==> config.mk <==
export PLATFORM = sky130hd
export DESIGN_NAME = onewire_temperature_reader
export DESIGN_NICKNAME = d
export VERILOG_FILES = /design/src/hw/rtl/owtr_pkg.sv /design/src/hw/rtl/onewire_temperature_reader.sv
export SDC_FILE = /design/constraint.sdc
export NUM_CORES = 1
export LEC_CHECK = 0
export ABC_AREA = 1
export BUFFER_PORTS_ARGS = -buffer_cell sky130_fd_sc_hd__buf_2
export CORE_ASPECT_RATIO = 0.9
export CORE_UTILIZATION = 55
export DETAILED_ROUTE_END_ITERATION = 10
export GPL_TIMING_DRIVEN = 0
export PLACE_DENSITY_LB_ADDON = 0.3
export SLEW_MARGIN = 10
export SYNTH_ARGS = -nofsm -noshare
export SYNTH_HDL_FRONTEND = slang
export SYNTH_SLANG_ARGS = --single-unit
export TNS_END_PERCENT = 5
==> constraint.sdc <==
create_clock -name clk -period 3.3 [get_ports clk]
set_input_delay 0.165 -clock clk [delete_from_list [all_inputs] [get_ports clk]]
set_output_delay 0.165 -clock clk [all_outputs]
set_load 0.05 [all_outputs]
==> src/hw/rtl/owtr_pkg.sv <==
// Shared types, constants and helper functions for the one-wire temperature reader.
`timescale 1ns / 1ps

package owtr_pkg;

	localparam int TICK_COUNT_BITS = 16;
	localparam int DUR_W           = 16;
	localparam int GAP_W           = 8;
	localparam int CMP_W           = (TICK_COUNT_BITS > DUR_W) ? TICK_COUNT_BITS : DUR_W;
	localparam int XFER_W          = 3;
	localparam int BIT_W           = 3;
	localparam int CFG_IDX_W       = 3;
	localparam int CFG_DATA_W      = 16;
	localparam int TEMP_W          = 16;
	localparam int IN_DATA_W       = 8;
	localparam int OUT_DATA_W      = 24;

	typedef enum logic [3:0] {
		PH_IDLE     = 4'd0,
		PH_RST_LOW  = 4'd1,
		PH_RST_WAIT = 4'd2,
		PH_RST_TAIL = 4'd3,
		PH_W_LOW    = 4'd4,
		PH_W_HOLD   = 4'd5,
		PH_R_LOW    = 4'd6,
		PH_R_WAIT   = 4'd7,
		PH_R_HOLD   = 4'd8
	} phase_t;

	typedef enum logic [CFG_IDX_W-1:0] {
		CFG_RESET_LOW     = 3'd0,
		CFG_PRESENCE_WAIT = 3'd1,
		CFG_PRESENCE_TAIL = 3'd2,
		CFG_SLOT_HOLD     = 3'd3,
		CFG_SHORT_GAP     = 3'd4
	} cfg_idx_t;

	localparam logic [XFER_W-1:0] XFER_FIRST_RESET  = 3'd0;
	localparam logic [XFER_W-1:0] XFER_SECOND_RESET = 3'd3;
	localparam logic [XFER_W-1:0] XFER_LOW_BYTE     = 3'd6;
	localparam logic [XFER_W-1:0] XFER_HIGH_BYTE    = 3'd7;

	localparam logic [7:0] CMD_SKIP_ROM = 8'hCC;
	localparam logic [7:0] CMD_CONVERT  = 8'h44;
	localparam logic [7:0] CMD_READ_PAD = 8'hBE;

	localparam logic [DUR_W-1:0] RESET_LOW_INIT     = 16'd75;
	localparam logic [DUR_W-1:0] PRESENCE_WAIT_INIT = 16'd4;
	localparam logic [DUR_W-1:0] PRESENCE_TAIL_INIT = 16'd20;
	localparam logic [DUR_W-1:0] SLOT_HOLD_INIT     = 16'd10;
	localparam logic [GAP_W-1:0] SHORT_GAP_INIT     = 8'd1;

	function automatic logic [7:0] cmd_code(input logic [XFER_W-1:0] t);
		logic [7:0] c;
		case (t)
			3'd1, 3'd4: c = CMD_SKIP_ROM;
			3'd2:       c = CMD_CONVERT;
			3'd5:       c = CMD_READ_PAD;
			default:    c = 8'h00;
		endcase
		return c;
	endfunction

	function automatic phase_t xfer_phase(input logic [XFER_W-1:0] t);
		phase_t p;
		if (t == XFER_FIRST_RESET || t == XFER_SECOND_RESET) begin
			p = PH_RST_LOW;
		end else if (t >= XFER_LOW_BYTE) begin
			p = PH_R_LOW;
		end else begin
			p = PH_W_LOW;
		end
		return p;
	endfunction

	function automatic logic drive_of(input phase_t p, input logic lsb);
		logic d;
		case (p)
			PH_RST_LOW, PH_W_LOW, PH_R_LOW: d = 1'b1;
			PH_W_HOLD:                      d = ~lsb;
			default:                        d = 1'b0;
		endcase
		return d;
	endfunction

endpackage

==> src/hw/rtl/onewire_temperature_reader.sv <==
// Top level of the one-wire temperature reader: bus sequencer and result register.
`timescale 1ns / 1ps

// One step per accepted item, one item per clock while the sink takes results: each
// tick or start request is processed in the cycle it is accepted, and its result appears
// in the output register on the next cycle. The input side stays ready while the
// output register is empty or being drained, so the rate is one item per cycle
// whenever the sink takes results. Configuration writes are always accepted.
module onewire_temperature_reader import owtr_pkg::*; (
	input  logic                  clk,
	input  logic                  arst_n,
	input  logic                  s_tvalid,
	output logic                  s_tready,
	input  logic [IN_DATA_W-1:0]  s_tdata,   // [0] line_level, [7:1] zero
	input  logic [0:0]            s_tuser,   // [0] op
	output logic                  m_tvalid,
	input  logic                  m_tready,
	output logic [OUT_DATA_W-1:0] m_tdata,   // [0] drive_low, [1] busy_res, [2] no_device,
	                                         // [18:3] temperature, [23:19] zero
	output logic                  m_tlast,   // done_res
	input  logic                  cfg_valid,
	output logic                  cfg_ready,
	input  logic [CFG_IDX_W-1:0]  cfg_index,
	input  logic [CFG_DATA_W-1:0] cfg_data
);

	logic [DUR_W-1:0] reset_low_q, presence_wait_q, presence_tail_q, slot_hold_q;
	logic [GAP_W-1:0] short_gap_q;

	phase_t                     phase_q, phase_d;
	logic [XFER_W-1:0]          xfer_q, xfer_d;
	logic [BIT_W-1:0]           bit_q, bit_d;
	logic [TICK_COUNT_BITS-1:0] cnt_q, cnt_d, step_cnt;
	logic [7:0]                 shift_q, shift_d, low_q, low_d;
	logic [TEMP_W-1:0]          result_q, result_d;
	logic                       err_q, err_d;

	logic             s_accept, op, line, hit, done, drive, xfer_end;
	logic [DUR_W-1:0] dur;

	logic                  m_tvalid_q, m_tlast_q;
	logic [OUT_DATA_W-1:0] m_tdata_q;

	assign cfg_ready = 1'b1;
	assign s_tready  = ~m_tvalid_q | m_tready;
	assign s_accept  = s_tvalid & s_tready;
	assign op        = s_tuser[0];
	assign line      = s_tdata[0];

	always_ff @(posedge clk or negedge arst_n) begin
		if (!arst_n) begin
			reset_low_q     <= RESET_LOW_INIT;
			presence_wait_q <= PRESENCE_WAIT_INIT;
			presence_tail_q <= PRESENCE_TAIL_INIT;
			slot_hold_q     <= SLOT_HOLD_INIT;
			short_gap_q     <= SHORT_GAP_INIT;
		end else if (cfg_valid && cfg_ready) begin
			unique case (cfg_index)
				CFG_RESET_LOW:     reset_low_q     <= cfg_data;
				CFG_PRESENCE_WAIT: presence_wait_q <= cfg_data;
				CFG_PRESENCE_TAIL: presence_tail_q <= cfg_data;
				CFG_SLOT_HOLD:     slot_hold_q     <= cfg_data;
				CFG_SHORT_GAP:     short_gap_q     <= cfg_data[GAP_W-1:0];
				default: ;
			endcase
		end
	end

	always_comb begin
		phase_d  = phase_q;
		xfer_d   = xfer_q;
		bit_d    = bit_q;
		cnt_d    = cnt_q;
		shift_d  = shift_q;
		low_d    = low_q;
		result_d = result_q;
		err_d    = err_q;
		done     = 1'b0;
		xfer_end = 1'b0;
		step_cnt = cnt_q + TICK_COUNT_BITS'(1);

		case (phase_q)
			PH_RST_LOW:                   dur = reset_low_q;
			PH_RST_WAIT:                  dur = presence_wait_q;
			PH_RST_TAIL:                  dur = presence_tail_q;
			PH_W_LOW, PH_R_LOW, PH_R_WAIT: dur = DUR_W'(short_gap_q);
			PH_W_HOLD, PH_R_HOLD:         dur = slot_hold_q;
			default:                      dur = '0;
		endcase
		hit = (CMP_W'(step_cnt) >= CMP_W'(dur)) || (&step_cnt);

		if (op) begin
			if (phase_q == PH_IDLE) begin
				xfer_d  = XFER_FIRST_RESET;
				cnt_d   = '0;
				bit_d   = '0;
				phase_d = PH_RST_LOW;
			end
			drive = (phase_q == PH_IDLE) ? 1'b1 : drive_of(phase_q, shift_q[0]);
		end else begin
			drive = drive_of(phase_q, shift_q[0]);
			if (phase_q != PH_IDLE) begin
				cnt_d = hit ? '0 : step_cnt;
			end
			unique case (phase_q)
				PH_IDLE: ;
				PH_RST_LOW: begin
					if (hit) phase_d = PH_RST_WAIT;
				end
				PH_RST_WAIT: begin
					if (hit) begin
						if (xfer_q == XFER_FIRST_RESET && line) begin
							err_d    = 1'b1;
							result_d = '0;
							phase_d  = PH_IDLE;
							xfer_d   = XFER_FIRST_RESET;
							done     = 1'b1;
						end else begin
							phase_d = PH_RST_TAIL;
						end
					end
				end
				PH_RST_TAIL: begin
					if (hit) xfer_end = 1'b1;
				end
				PH_W_LOW: begin
					if (hit) phase_d = PH_W_HOLD;
				end
				PH_W_HOLD: begin
					if (hit) begin
						shift_d = shift_q >> 1;
						bit_d   = bit_q + BIT_W'(1);
						if (bit_d == '0) xfer_end = 1'b1;
						else phase_d = PH_W_LOW;
					end
				end
				PH_R_LOW: begin
					if (hit) phase_d = PH_R_WAIT;
				end
				PH_R_WAIT: begin
					if (hit) begin
						shift_d = {line, shift_q[7:1]};
						phase_d = PH_R_HOLD;
					end
				end
				PH_R_HOLD: begin
					if (hit) begin
						bit_d = bit_q + BIT_W'(1);
						if (bit_d == '0) xfer_end = 1'b1;
						else phase_d = PH_R_LOW;
					end
				end
				default: phase_d = PH_IDLE;
			endcase
		end

		if (xfer_end) begin
			if (xfer_q == XFER_LOW_BYTE) low_d = shift_d;
			if (xfer_q == XFER_HIGH_BYTE) begin
				result_d = {shift_d, low_q};
				err_d    = 1'b0;
				phase_d  = PH_IDLE;
				xfer_d   = XFER_FIRST_RESET;
				done     = 1'b1;
			end else begin
				xfer_d  = xfer_q + XFER_W'(1);
				cnt_d   = '0;
				bit_d   = '0;
				phase_d = xfer_phase(xfer_d);
				if (phase_d != PH_RST_LOW) shift_d = cmd_code(xfer_d);
			end
		end
	end

	always_ff @(posedge clk or negedge arst_n) begin
		if (!arst_n) begin
			phase_q  <= PH_IDLE;
			xfer_q   <= '0;
			bit_q    <= '0;
			cnt_q    <= '0;
			shift_q  <= '0;
			low_q    <= '0;
			result_q <= '0;
			err_q    <= 1'b0;
		end else if (s_accept) begin
			phase_q  <= phase_d;
			xfer_q   <= xfer_d;
			bit_q    <= bit_d;
			cnt_q    <= cnt_d;
			shift_q  <= shift_d;
			low_q    <= low_d;
			result_q <= result_d;
			err_q    <= err_d;
		end
	end

	always_ff @(posedge clk or negedge arst_n) begin
		if (!arst_n) begin
			m_tvalid_q <= 1'b0;
		end else if (s_accept) begin
			m_tvalid_q <= 1'b1;
		end else if (m_tready) begin
			m_tvalid_q <= 1'b0;
		end
	end

	always_ff @(posedge clk) begin
		if (s_accept) begin
			m_tdata_q <= {5'b0, result_d, err_d, (phase_d != PH_IDLE), drive};
			m_tlast_q <= done;
		end
	end

	assign m_tvalid = m_tvalid_q;
	assign m_tdata  = m_tdata_q;
	assign m_tlast  = m_tlast_q;

endmodule

Word level (Yosys, flattened, before mapping). Index checks and enable logic that the tools add are counted.

Register bits: 152. Bits of input ports: 33. Output and inout port bits: 28.

$add $sub $neg: 3. Magnitude comparators: 2. Equal/unequal tests: 21. Multiplexer cells: 75. Bitwise logic cells: 4. Reductions and logical operators: 27.

Operator list (count): 2-to-1 mux 16 bit (12); one-hot mux 16 bit (5 select lines) (1); 2-to-1 mux 4 bit (15); 2-to-1 mux 8 bit (6); 2-to-1 mux 3 bit (14); one-hot mux 4 bit (8 select lines) (1); one-hot mux 8 bit (3 select lines) (1); 2-to-1 mux 1 bit (20); adder 16 x 1 -> 16 bit, second input constant (1); equality test 4 x 3 -> 1 bit, second input constant (4); greater-or-equal comparator 16 bit (1); one-hot mux 8 bit (2 select lines) (1); AND reduction 16 bit (1); equality test 3 bit, second input constant (5); equality test 3 x 2 -> 1 bit, second input constant (4); zero test 3 bit (4); AND reduction 2 bit (5); nonzero test 3 bit (3); equality test 4 x 2 -> 1 bit, second input constant (2); nonzero test 4 bit (2); adder 3 x 1 -> 3 bit, second input constant (2); equality test 3 x 1 -> 1 bit, second input constant (2); OR reduction 2 bit (3); OR reduction 3 bit (2); other kinds (16) (20).

Logic depth before layout (Yosys ltp). Gate-level depths: netlist (run 1).

Depth in word-level cells: 13. Depth in mapped cells: 30. Mapped depth without buffers: 28.

Least setup slack after synthesis (run 1). Ideal clock, no wire load.

Path kind: register to register. From: register phase_q[2]. To: register m_tdata_q[1] (netlist: m_tdata[1]) (data pin). Setup time: 0.254 ns. Data arrival time: 3.276 ns. Data required time: 3.046 ns. Slack: -0.230 ns. Stages on the path, launching flop included: 25. Clock period less this slack: 3.530 ns. Cell sequence: dfrtp_1 > nor2_1 > inv_1 > nor2_1 > clkbuf_1 > a22o_1 > a221oi_1 > ha_1 > nand2_1 > inv_1 > o21ai_0 > a21oi_1 > nor2_1 > nand2_1 > nor2_1 > nand2_4 > buf_2 > o21ai_0 > nand2_1 > inv_1 > nand2_1 > nand2_1 > nand2_1 > nor2_1 > nand2_1.

Cells in the longest elaborated chain, start to end: 10.

Ends and longest elaborated chain: start: declaration (line onewire_temperature_reader.sv:30) `phase_t phase_q, phase_d;`; start signal: assignment (line onewire_temperature_reader.sv:186) `phase_q <= phase_d;`; equality test 4 x 3 -> 1 bit or equality test 4 bit (tied branches) (line onewire_temperature_reader.sv:82, onewire_temperature_reader.sv:105); OR reduction 3 bit or OR reduction 2 bit (tied branches); one-hot mux 16 bit (5 select lines) (line onewire_temperature_reader.sv:82) `case (phase_q)`; greater-or-equal comparator 16 bit (line onewire_temperature_reader.sv:90) `hit = (CMP_W'(step_cnt) >= CMP_W'(dur)) || (&step_cnt);`; logical OR 1 bit (line onewire_temperature_reader.sv:90); 2-to-1 mux 4 bit (tied with other cells) (line onewire_temperature_reader.sv:147) `if (hit) begin`; one-hot mux 4 bit (8 select lines) or one-hot mux 1 bit (2 select lines) (tied branches) (line onewire_temperature_reader.sv:105) `unique case (phase_q)`; 2-to-1 mux 4 bit or 2-to-1 mux 1 bit (tied branches) (line onewire_temperature_reader.sv:92) `if (op) begin`; 2-to-1 mux 4 bit * (line onewire_temperature_reader.sv:157) `if (xfer_end) begin`; nonzero test 4 bit * (line onewire_temperature_reader.sv:209) `m_tdata_q <= {5'b0, result_d, err_d, (phase_d != PH_IDLE), drive};`; end signal: assignment (line onewire_temperature_reader.sv:209); end: declaration (line onewire_temperature_reader.sv:42) `logic [OUT_DATA_W-1:0] m_tdata_q;`.

Mark *: on every way between the ends. The rest lies on a longest branch, timed or not. A chain may end at the register's enable or synchronous reset.

Worst setup path after layout (run 1). Ends and elaborated chain as after synthesis.

==> flow_metrics.py, run 1 <==
metrics = {
    "outcome": {
        "outcome": "finished with violations",
        "violations": "negative setup slack",
    },
    "die": {
        "rows": 41,
        "die_h_um": 117,
        "coreArea_um2": 14200,
        "ios": 61,
        "chipWidth_um": 129,
        "fp.dieArea_um2": 15100,
        "initial_utilization": 0.568,
    },
    "synthesis": {
        "synth_compound_area_frac": 0.151,
        "synth_warnings": 0,
        "syn_area_per_cell_um2": 7.96,
        "netlist.area_leader.share": 0.379,
        "synthMuxAreaShare": 0,
        "synthAdderAreaFrac": 0.0404,
        "synth-simple-area-share": 0.248,
        "synth_xor_area_frac": 0,
        "yosysTopAreaCell": "dfrtp_1",
        "netlist_area_um2": 8050,
        "synth_cell_type_count": 44,
        "synth_cells": 1011,
        "seq_area_frac_synth": 0.487,
        "synthTopCellsByArea": "dfrtp_1 (38%), nand2_1 (16%), o21ai_0 (7.8%), edfxtp_1 (7.5%), inv_1 (4.6%)",
        "ys_seq_elements": 152,
        "synth_top_family_by_area": "simple AND/OR/NAND/NOR gates",
    },
    "timing": {
        "worst_pin_slew_ns": 0.859,
        "hold_viol": 0,
        "skew_ns": 0.00968,
        "setup_tns_ns": -20.16,
        "slew_violations": 0,
        "fmax_mhz": 271,
        "slew-limit-headroom": 0.423,
        "fin_crit_sh": 1.12,
        "setup_viol": 78,
        "fin_ws_ns": -0.386,
        "finalCriticalPeriod_ns": 3.69,
        "rsz0062_at_grt": "true",
    },
    "pwr": {
        "power.static_leakage_nw": 4.82,
        "ir_worst_vdd_uv": 549,
        "powerDensity_nw_per_um2": 840,
    },
    "placement": {
        "globalplace.congestion": 0.890,
        "port_buffers": 46,
        "dp_hpwl_mm": 13.8,
        "post-place-ws_ns": -1.14,
    },
    "global_route": {
        "grt_usage": 0.300,
        "grt_pass1_vias": 6990,
        "grt.overflow.total": 0,
        "antenna_found_initial": 0,
        "grt_pass1_wl_mm": 34.4,
        "grt_max_degree": 81,
    },
    "setup_path": {
        "end_kind": "flop",
        "worst-setup-path-type": "flop to flop",
        "arrival_ns": 3.86,
        "crit_fanout": 10,
        "required_ns": 3.48,
        "start_kind": "flop",
    },
    "layout": {
        "layout.nets": 1175,
        "final_cell_mix": "nand2_1 (339), dfrtp_1 (119), o21ai_0 (100), inv_1 (86), nand3_1 (49)",
        "drive_gt1_frac": 0.204,
        "layout_commonest_cell": "nand2_1",
        "antenna_cells": 0,
        "areaGrowthSynthToFinish_pct": 21.7,
    },
    "clock_tree": {
        "clock_path_buffers": 2,
        "cts_buffers": 17,
        "clk_latency_ns": 0.43,
        "cts_tree": "done",
        "root_buffer": "clkbuf_16",
        "path_clk_slew_ns": 0.06,
        "htree_levels": 4,
        "cts_num_sinks": 152,
    },
    "routing": {
        "viasPerCell": 5.69,
        "wirelength_mm": 21.6,
        "post_drt_wl_per_cell_um": 16.4,
        "first_pass_iters": 6,
        "initialDrtViolationCount": 906,
        "vias": 7519,
        "drtAntennaViolNets": 0,
        "post-route-drc-count": 0,
    },
    "run": {
        "drv_cap": 0,
    },
    "hold_path": {
        "min_path_type": "input pin to flop",
    },
}
==> synthesized netlist by cell type <==
library cell  count
a21boi_0          1
a21o_1            1
a21oi_1          14
a21oi_2           1
a21oi_4           1
a221o_1           3
a221oi_1         11
a22o_1           11
a22oi_1           3
a31oi_1           1
a32o_1            2
and3_1            1
buf_1             3
buf_2             2
buf_4             8
buf_6             2
clkbuf_1         26
clkinv_1          2
conb_1            2
dfrtp_1         122
dfstp_2          10
edfxtp_1         20
ha_1             26
inv_1            99
inv_2             1
nand2_1         351
nand2_2           4
nand2_4           2
nand3_1          52
nand3_2           1
nand3_4           2
nand4_1           8
nand4_4           1
nor2_1           54
nor2_2            3
nor2_4            1
nor3_1            3
o2111ai_1         1
o211ai_1          1
o21a_1            1
o21ai_0         125
o21ai_1           9
o21ai_2           9
o22ai_1          10
==> kinds of logic (layout without fill, tap and decap cells) <==
logic type | after synthesis | in the layout
AO/OA/AOI/OAI | 205 | 205
adder cells (fa/ha/maj) | 26 | 26
buffers and inverters | 143 | 257
flip-flops | 152 | 152
other | 2 | 6
AND/OR/NAND/NOR | 483 | 483
==> where the power goes <==
| group | internal, W | switching, W |
|---|---|---|
| Clock | 0.00118 | 0.000781 |
| Sequential | 0.00228 | 0.000288 |
| Combinational | 0.00144 | 0.00226 |
==> worst max-delay path, cell delays in order, from the launching register on <==
cell	delay (ns)
dfrtp_2	0.45
nor2_2	0.25
inv_2	0.12
nor2_4	0.19
clkbuf_4	0.27
a22o_1	0.19
a221oi_2	0.05
ha_1	0.30
nand2_1	0.05
inv_1	0.06
nand3_1	0.06
nor2_1	0.15
and3_1	0.22
nor2_4	0.06
nand2_4	0.13
buf_4	0.17
inv_1	0.06
nand2_1	0.09
nand2_2	0.07
nor2_2	0.09
nand2_1	0.06
nand2_1	0.08
nand2_2	0.08
nor2_2	0.10
nand2_1	0.07
==> metrics by stage <==
step,std cells,total power (W),utilization,instance area (um^2),hold WS (ns)
finish,1322,0.00823,0.691,9790,0.0255
floorplan,1015,0.00441,-,8070,-0.131
global placement,1254,0.00505,0.603,8540,0.453
detailed placement,1255,0.00511,0.606,8580,0.157
CTS,1315,0.00779,0.680,9630,0.0163
global route,1322,0.00867,0.691,9790,0.0601
==> timing repair <==
action                     CTS  global route
resized for setup           87            43
setup buffers               27             5
hold buffers                 1             0
pin swaps                   23            20
setup endpoints to repair   78            78
hold endpoints to repair    50             0
gates cloned                 0             2
==> final cells by class <==
type | count | area [um^2]
buffer | 41 | 267
timing repair buffer | 82 | 566
fill | 1091 | 4370
inverter | 102 | 390
clock buffer | 19 | 433
sequential | 152 | 3920
multi-input combinational | 720 | 3820
tap | 193 | 241
clock inverter | 13 | 153
==> path summary, 6_finish.rpt <==
kind / startpoint / end / slack, ns / cells past startpoint
max in group asynchronous: arst_n / phase_q[2] / 2.23 / 3
min in group asynchronous: arst_n / presence_tail_q[11] / 0.26 / 2
setup / recovery: phase_q[2] / m_tdata[1] / -0.39 / 24
hold / removal: m_tready / m_tvalid / 0.03 / 4
setup reg to reg: phase_q[2] / m_tdata[1] / -0.39 / 24
hold reg to reg: shift_q[2] / shift_q[2] / 0.48 / 2
==> sequential cells by signal, summed over array words and instances, names as in the netlist <==
register	flops
result_q	16
m_tdata	19
presence_tail_q	16
phase_q	4
bit_q	3
cnt_q	16
m_tlast	1
xfer_q	3
presence_wait_q	16
slot_hold_q	16
err_q	1
low_q	8
reset_low_q	16
m_tvalid	1
short_gap_q	8
shift_q	8
==> metal layers <==
layer | wire length [um] | part of all wire | track usage
met5 | 0 | 0 | 0
met4 | 325 | 0.015 | 0.0969
met3 | 1830 | 0.084 | 0.0641
met2 | 10000 | 0.46 | 0.474
met1 | 9440 | 0.44 | 0.416
No activity file was read; power rests on OpenSTA's default activity.
==> run 2: changes to the inputs <==
PLACE_DENSITY = 0.77   (was not set)
PLACE_DENSITY_LB_ADDON = not set   (was 0.3)
==> run 2 against run 1 <==
The run still ends with negative setup slack left. Final area rose by 0.83%. Count of clock-buffer cells in the layout fell by 1. Fmax fell by 2.4%. Routed wire length fell by 0.32%. Flip-flop and latch count did not move. Hold slack improved by 0.0091 ns. Critical path type unchanged. Clock power rose by 5%. Largest power group unchanged. Clock skew fell by 0.0025 ns. Combinational power fell by 5%. Sequential share of layout area fell by 0.34 points.
==> flow_metrics.py, run 2 (synthesis gave the netlist of run 1 again) <==
metrics = {
    "routing": {
        "viasPerCell": 5.53,
        "first_pass_iters": 6,
        "initialDrtViolationCount": 812,
        "drtAntennaViolNets": 0,
        "vias": 7308,
        "post-route-drc-count": 0,
        "wirelength_mm": 21.6,
        "post_drt_wl_per_cell_um": 16.3,
    },
    "setup_path": {
        "end_kind": "flop",
        "worst-setup-path-type": "flop to flop",
        "critPathLaunch": "phase_q[1]",
        "critical-path-max-stage-delay_ns": 0.45,
        "required_ns": 3.48,
        "rr_startpoint": "phase_q[1]",
        "crit_chain": "inv_2, nor2_4, nand2_2, clkinvlp_4, a22o_1, a221o_1, a21oi_2, ha_1, a21oi_2, nor2_1, nor3_1, nand2_1, nand2_1, nand2_2, nor2_4, nand2_4, nand3_4, a21oi_4, buf_6, nand2_4, nand3_2, nor2_1, nand2_1",
        "crit_slowest_cell": "dfrtp_2",
        "crit_fanout": 6,
        "crit_path_frequent_cell": "nand2_1",
        "arrival_ns": 3.96,
        "start_kind": "flop",
    },
    "global_route": {
        "antenna_found_initial": 0,
        "grt.overflow.total": 0,
        "grt_pass1_vias": 6999,
        "grt_pass1_wl_mm": 34.5,
        "grt_usage": 0.302,
        "grt_max_degree": 74,
    },
    "placement": {
        "place_area_um2": 8580,
        "globalplace.congestion": 0.924,
        "dp_hpwl_mm": 13.7,
        "port_buffers": 46,
    },
    "timing": {
        "fin_ws_ns": -0.478,
        "skew_ns": 0.00716,
        "finalCriticalPeriod_ns": 3.78,
        "setup_tns_ns": -27.02,
        "rsz0062_at_grt": "true",
        "fin_crit_sh": 1.14,
        "slew-limit-headroom": 0.495,
        "whs_ns": 0.0346,
        "slew_violations": 0,
        "hold_viol": 0,
        "fmax_mhz": 265,
        "setup_viol": 78,
        "worst_pin_slew_ns": 0.758,
    },
    "clock_tree": {
        "root_buffer": "clkbuf_16",
        "clock_path_buffers": 2,
        "cts_buffers": 17,
        "cts_tree": "done",
        "cts_num_sinks": 152,
        "htree_levels": 4,
        "clk_latency_ns": 0.43,
        "path_clk_slew_ns": 0.06,
    },
    "die": {
        "coreArea_um2": 14200,
        "ios": 61,
        "initial_utilization": 0.568,
        "die_h_um": 117,
        "chipWidth_um": 129,
        "fp.dieArea_um2": 15100,
        "rows": 41,
    },
    "layout": {
        "largest_reg_flops": 19,
        "drive_gt1_frac": 0.206,
        "layout.nets": 1174,
        "final_util": 0.697,
        "antenna_cells": 0,
        "fin_area_um2": 9870,
        "areaGrowthSynthToFinish_pct": 22.7,
        "layout_commonest_cell": "nand2_1",
        "filler_cell_count": 1088,
        "final_cell_mix": "nand2_1 (343), dfrtp_1 (120), o21ai_0 (93), inv_1 (90), nand3_1 (50)",
    },
    "pwr": {
        "power.static_leakage_nw": 4.88,
        "powerDensity_nw_per_um2": 825,
        "ir_worst_vdd_uv": 703,
    },
    "hold_path": {
        "min_path_type": "input pin to flop",
        "hold_start": "m_tready",
    },
    "outcome": {
        "violations": "negative setup slack",
        "outcome": "finished with violations",
    },
    "run": {
        "drv_cap": 0,
    },
}
run 2: cell types whose count changed in the layout (fill, tap and decap cells not counted), moves of 4 or more:
cell	change
inv_2	-5
nand2_2	-4
a221oi_2	+4
inv_1	+4
o22ai_2	+7
o21ai_1	+8
nand2_1	+4
o22ai_1	-7
o21ai_0	-7
run 2: what timing repair did:
action / in CTS / in global routing
endpoints found under the setup margin: 78 / 78
gates resized for setup: 90 / 45
cloned: 1 / 0
hold buffers: 1 / 0
buffers inserted: 19 / 13
hold endpoints to repair: 52 / 0
pin swaps: 17 / 12
run 2: metal layers:
layer | up-vias | GRT usage | share of wire
met1 | 3478 | 0.400 | 0.45
met3 | 36 | 0.0641 | 0.063
li1 | 3528 | - | -
met2 | 266 | 0.485 | 0.47
met5 | - | 0 | 0
met4 | 0 | 0.130 | 0.019
run 2: worst paths after layout:
check | to | slack, ns | cells after the start
max in group asynchronous | phase_q[0] | 2.24 | 3
setup reg to reg | m_tdata[1] | -0.48 | 23
setup / recovery | m_tdata[1] | -0.48 | 23
min in group asynchronous | presence_tail_q[13] | 0.27 | 2
hold reg to reg | result_q[6] | 0.48 | 2
hold / removal | m_tvalid | 0.03 | 4
run 2: critical path: cells and delay by family (launching register included):
family / cells / cell delay, ns
flip-flops: 1 / 0.45
AO/OA/AOI/OAI: 5 / 0.96
adder cells (fa/ha/maj): 1 / 0.30
buffers and inverters: 3 / 0.47
AND/OR/NAND/NOR: 14 / 1.31
run 2: report_power, final:
part	leakage [nW]	internal, W	switching [W]
combinational	2.66	0.00133	0.00220
clock	0.311	0.00124	0.000812
sequential	1.90	0.00228	0.000290
total	4.88	0.00485	0.00330
run 2: cell type report:
cell class	count	area [um^2]	area share
multi-input combinational	720	3850	0.390
tap	193	241	0.0245
buffer	41	282	0.0285
timing repair buffer	81	559	0.0567
clock inverter	14	170	0.0172
sequential	152	3920	0.397
inverter	102	399	0.0404
clock buffer	18	450	0.0456
run 2: stage by stage:
stage	worst slack, ns	cells	power (W)
final	-0.478	1321	0.00814
after detailed placement	-1.22	1255	0.00512
after global placement	-1.18	1254	0.00505
after CTS	-0.292	1308	0.00780
after global routing	-0.695	1321	0.00861
after floorplan	0.00289	1015	0.00441
==> run 3: changes to the inputs <==
CORE_UTILIZATION = 35   (was 55)
CTS_BUF_LIST = sky130_fd_sc_hd__clkbuf_4 sky130_fd_sc_hd__clkbuf_8   (was not set)
PLACE_DENSITY = not set   (was 0.77)
REMOVE_ABC_BUFFERS = 1   (was not set)
==> run 3 against run 2 <==
The run still ends with negative setup slack left. Hold slack worse by 0.0048 ns. Utilization is 25 points lower. Power is 7.1% lower. Setup slack better by 0.085 ns. Count of clock-buffer cells in the layout is 1 lower. Clock skew is 0.011 ns higher. Sequential power hardly changed. Sequential share of layout area is 0.51 points lower. Critical path type unchanged. Largest power group unchanged.
==> flow_metrics.py, run 3 (synthesis gave the netlist of run 1 again) <==
metrics = {
    "outcome": {
        "outcome": "finished with violations",
        "violations": "negative setup slack",
    },
    "timing": {
        "fin_crit_sh": 1.12,
        "worst_pin_slew_ns": 1.20,
        "hold_viol": 0,
        "slew_violations": 0,
        "fin_ws_ns": -0.393,
        "skew_ns": 0.0185,
        "whs_ns": 0.0298,
        "rsz0062_at_grt": "true",
        "fmax_mhz": 271,
        "slew-limit-headroom": 0.196,
        "setup_viol": 78,
        "finalCriticalPeriod_ns": 3.69,
    },
    "pwr": {
        "total_power_w": 0.00756,
        "seq_power_share": 0.337,
        "ir_worst_vdd_uv": 295,
        "clockPowerShare": 0.196,
        "power.static_leakage_nw": 4.85,
        "p_int_w": 0.00427,
        "combPwrFrac": 0.467,
        "swShare": 0.435,
        "p_sw_w": 0.00329,
        "powerDensity_nw_per_um2": 756,
    },
    "clock_tree": {
        "cts_num_sinks": 152,
        "htree_levels": 4,
        "cts_tree": "done",
        "clk_latency_ns": 0.46,
        "cts_buffers": 17,
        "clock_path_buffers": 2,
        "path_clk_slew_ns": 0.10,
        "root_buffer": "clkbuf_8",
    },
    "die": {
        "die_h_um": 146,
        "chipWidth_um": 162,
        "initial_utilization": 0.357,
        "rows": 52,
        "ios": 61,
        "fp.dieArea_um2": 23600,
        "coreArea_um2": 22500,
    },
    "setup_path": {
        "crit_fanout": 7,
        "worst-setup-path-type": "flop to flop",
        "required_ns": 3.63,
        "arrival_ns": 4.02,
        "end_kind": "flop",
        "start_kind": "flop",
    },
    "placement": {
        "globalplace.congestion": 0.859,
        "port_buffers": 47,
        "place_area_um2": 8550,
        "dp_hpwl_mm": 12.0,
    },
    "routing": {
        "viasPerCell": 4.93,
        "drtAntennaViolNets": 0,
        "wirelength_mm": 20.5,
        "first_pass_iters": 5,
        "initialDrtViolationCount": 548,
        "vias": 7066,
        "post-route-drc-count": 0,
        "post_drt_wl_per_cell_um": 14.3,
    },
    "hold_path": {
        "min_path_type": "input pin to flop",
    },
    "layout": {
        "largest_reg_flops": 19,
        "antenna_cells": 0,
        "layout.nets": 1181,
        "fin_area_um2": 10000,
        "drive_gt1_frac": 0.223,
        "final_util": 0.445,
        "final_cell_mix": "nand2_1 (342), o21ai_0 (118), dfrtp_1 (117), inv_1 (86), nand3_1 (50)",
        "areaGrowthSynthToFinish_pct": 24.4,
        "layout_commonest_cell": "nand2_1",
        "filler_cell_count": 2234,
    },
    "global_route": {
        "grt_max_degree": 75,
        "grt.overflow.total": 0,
        "grt_usage": 0.180,
        "grt_pass1_vias": 6637,
        "antenna_found_initial": 0,
        "grt_pass1_wl_mm": 33.8,
    },
    "run": {
        "drv_cap": 0,
    },
}
## run 3: cell count changes in the layout (fill, tap and decap cells not counted), sizes merged, moves of 4 or more
cell / previous run / this run
buf: 94 / 112
clkbuf: 45 / 17
clkinv: 10 / 6
dlygate4sd3: 1 / 11
inv: 102 / 108
nand2: 357 / 361
## run 3: power groups by stage
stage	logic, W	registers, W	clock network [W]
after floorplan	0.00176	0.00258	0
after global placement	0.00241	0.00255	0
after detailed placement	0.00248	0.00255	0
after CTS	0.00330	0.00253	0.00152
after global routing	0.00389	0.00260	0.00161
final	0.00353	0.00255	0.00148
## run 3: stage by stage
stage                     instances  setup slack (ns)  setup TNS (ns)
after global placement         1318             -1.69         -131.12
after detailed placement       1321             -1.40          -95.79
after CTS                      1424            -0.265          -10.62
after global routing           1432            -0.552          -35.38
after floorplan                 974            -0.474          -26.47
final                          1432            -0.393          -20.77
## run 3: timing repair
action | in CTS | in global routing
pin swaps | 19 | 20
hold endpoints to repair | 81 | 0
resized for setup | 77 | 25
endpoints found under the setup margin | 78 | 78
hold buffers | 11 | 0
cloned | 5 | 1
buffers inserted | 55 | 7
## run 3: final timing paths
kind | startpoint | to | slack, ns | depth (start not counted)
setup reg to reg | phase_q[0] | m_tdata[1] | -0.39 | 26
min in group asynchronous | arst_n | result_q[2] | 0.24 | 2
hold reg to reg | reset_low_q[4] | reset_low_q[4] | 0.49 | 2
setup / recovery | phase_q[0] | m_tdata[1] | -0.39 | 26
max in group asynchronous | arst_n | slot_hold_q[1] | 2.23 | 3
hold / removal | cfg_data[0] | reset_low_q[0] | 0.03 | 3
## run 3: critical path, cell delays in order (launching register included)
cell	delay, ns
dfrtp_2	0.44
nor2_1	0.08
inv_1	0.08
nor2_1	0.06
nand2_1	0.09
inv_2	0.06
nor2_4	0.12
buf_4	0.15
clkinv_4	0.10
a221o_1	0.32
a21oi_2	0.20
ha_1	0.29
nand2_1	0.07
a21oi_1	0.06
o21ai_1	0.13
nand2_1	0.07
nand2_1	0.07
nand2_2	0.06
nor2_4	0.17
nand2_4	0.13
nand2_4	0.13
nand3_1	0.15
nor2_1	0.20
nand2_1	0.09
nand3_1	0.10
nor2_1	0.05
nand2_1	0.09
## run 3: per-layer routing
layer  up-vias  share of wire  global-route usage
met1      3333           0.50               0.254
met5         -              0                   0
met4         0          0.021              0.0524
met3        31          0.041              0.0328
met2       165           0.44               0.282
li1       3537              -                   -
## run 3: cell type report
cell class | count | area, um^2 | share of cell area
Timing Repair Buffer | 123 | 1020 | 0.102
Sequential cell | 152 | 3920 | 0.392
Clock inverter | 15 | 176 | 0.0176
Clock buffer | 17 | 234 | 0.0234
Tap cell | 297 | 372 | 0.0371
Inverter | 102 | 397 | 0.0396
Timing Repair inverter | 1 | 8.76 | 0.000875
Multi-Input combinational cell | 725 | 3880 | 0.388
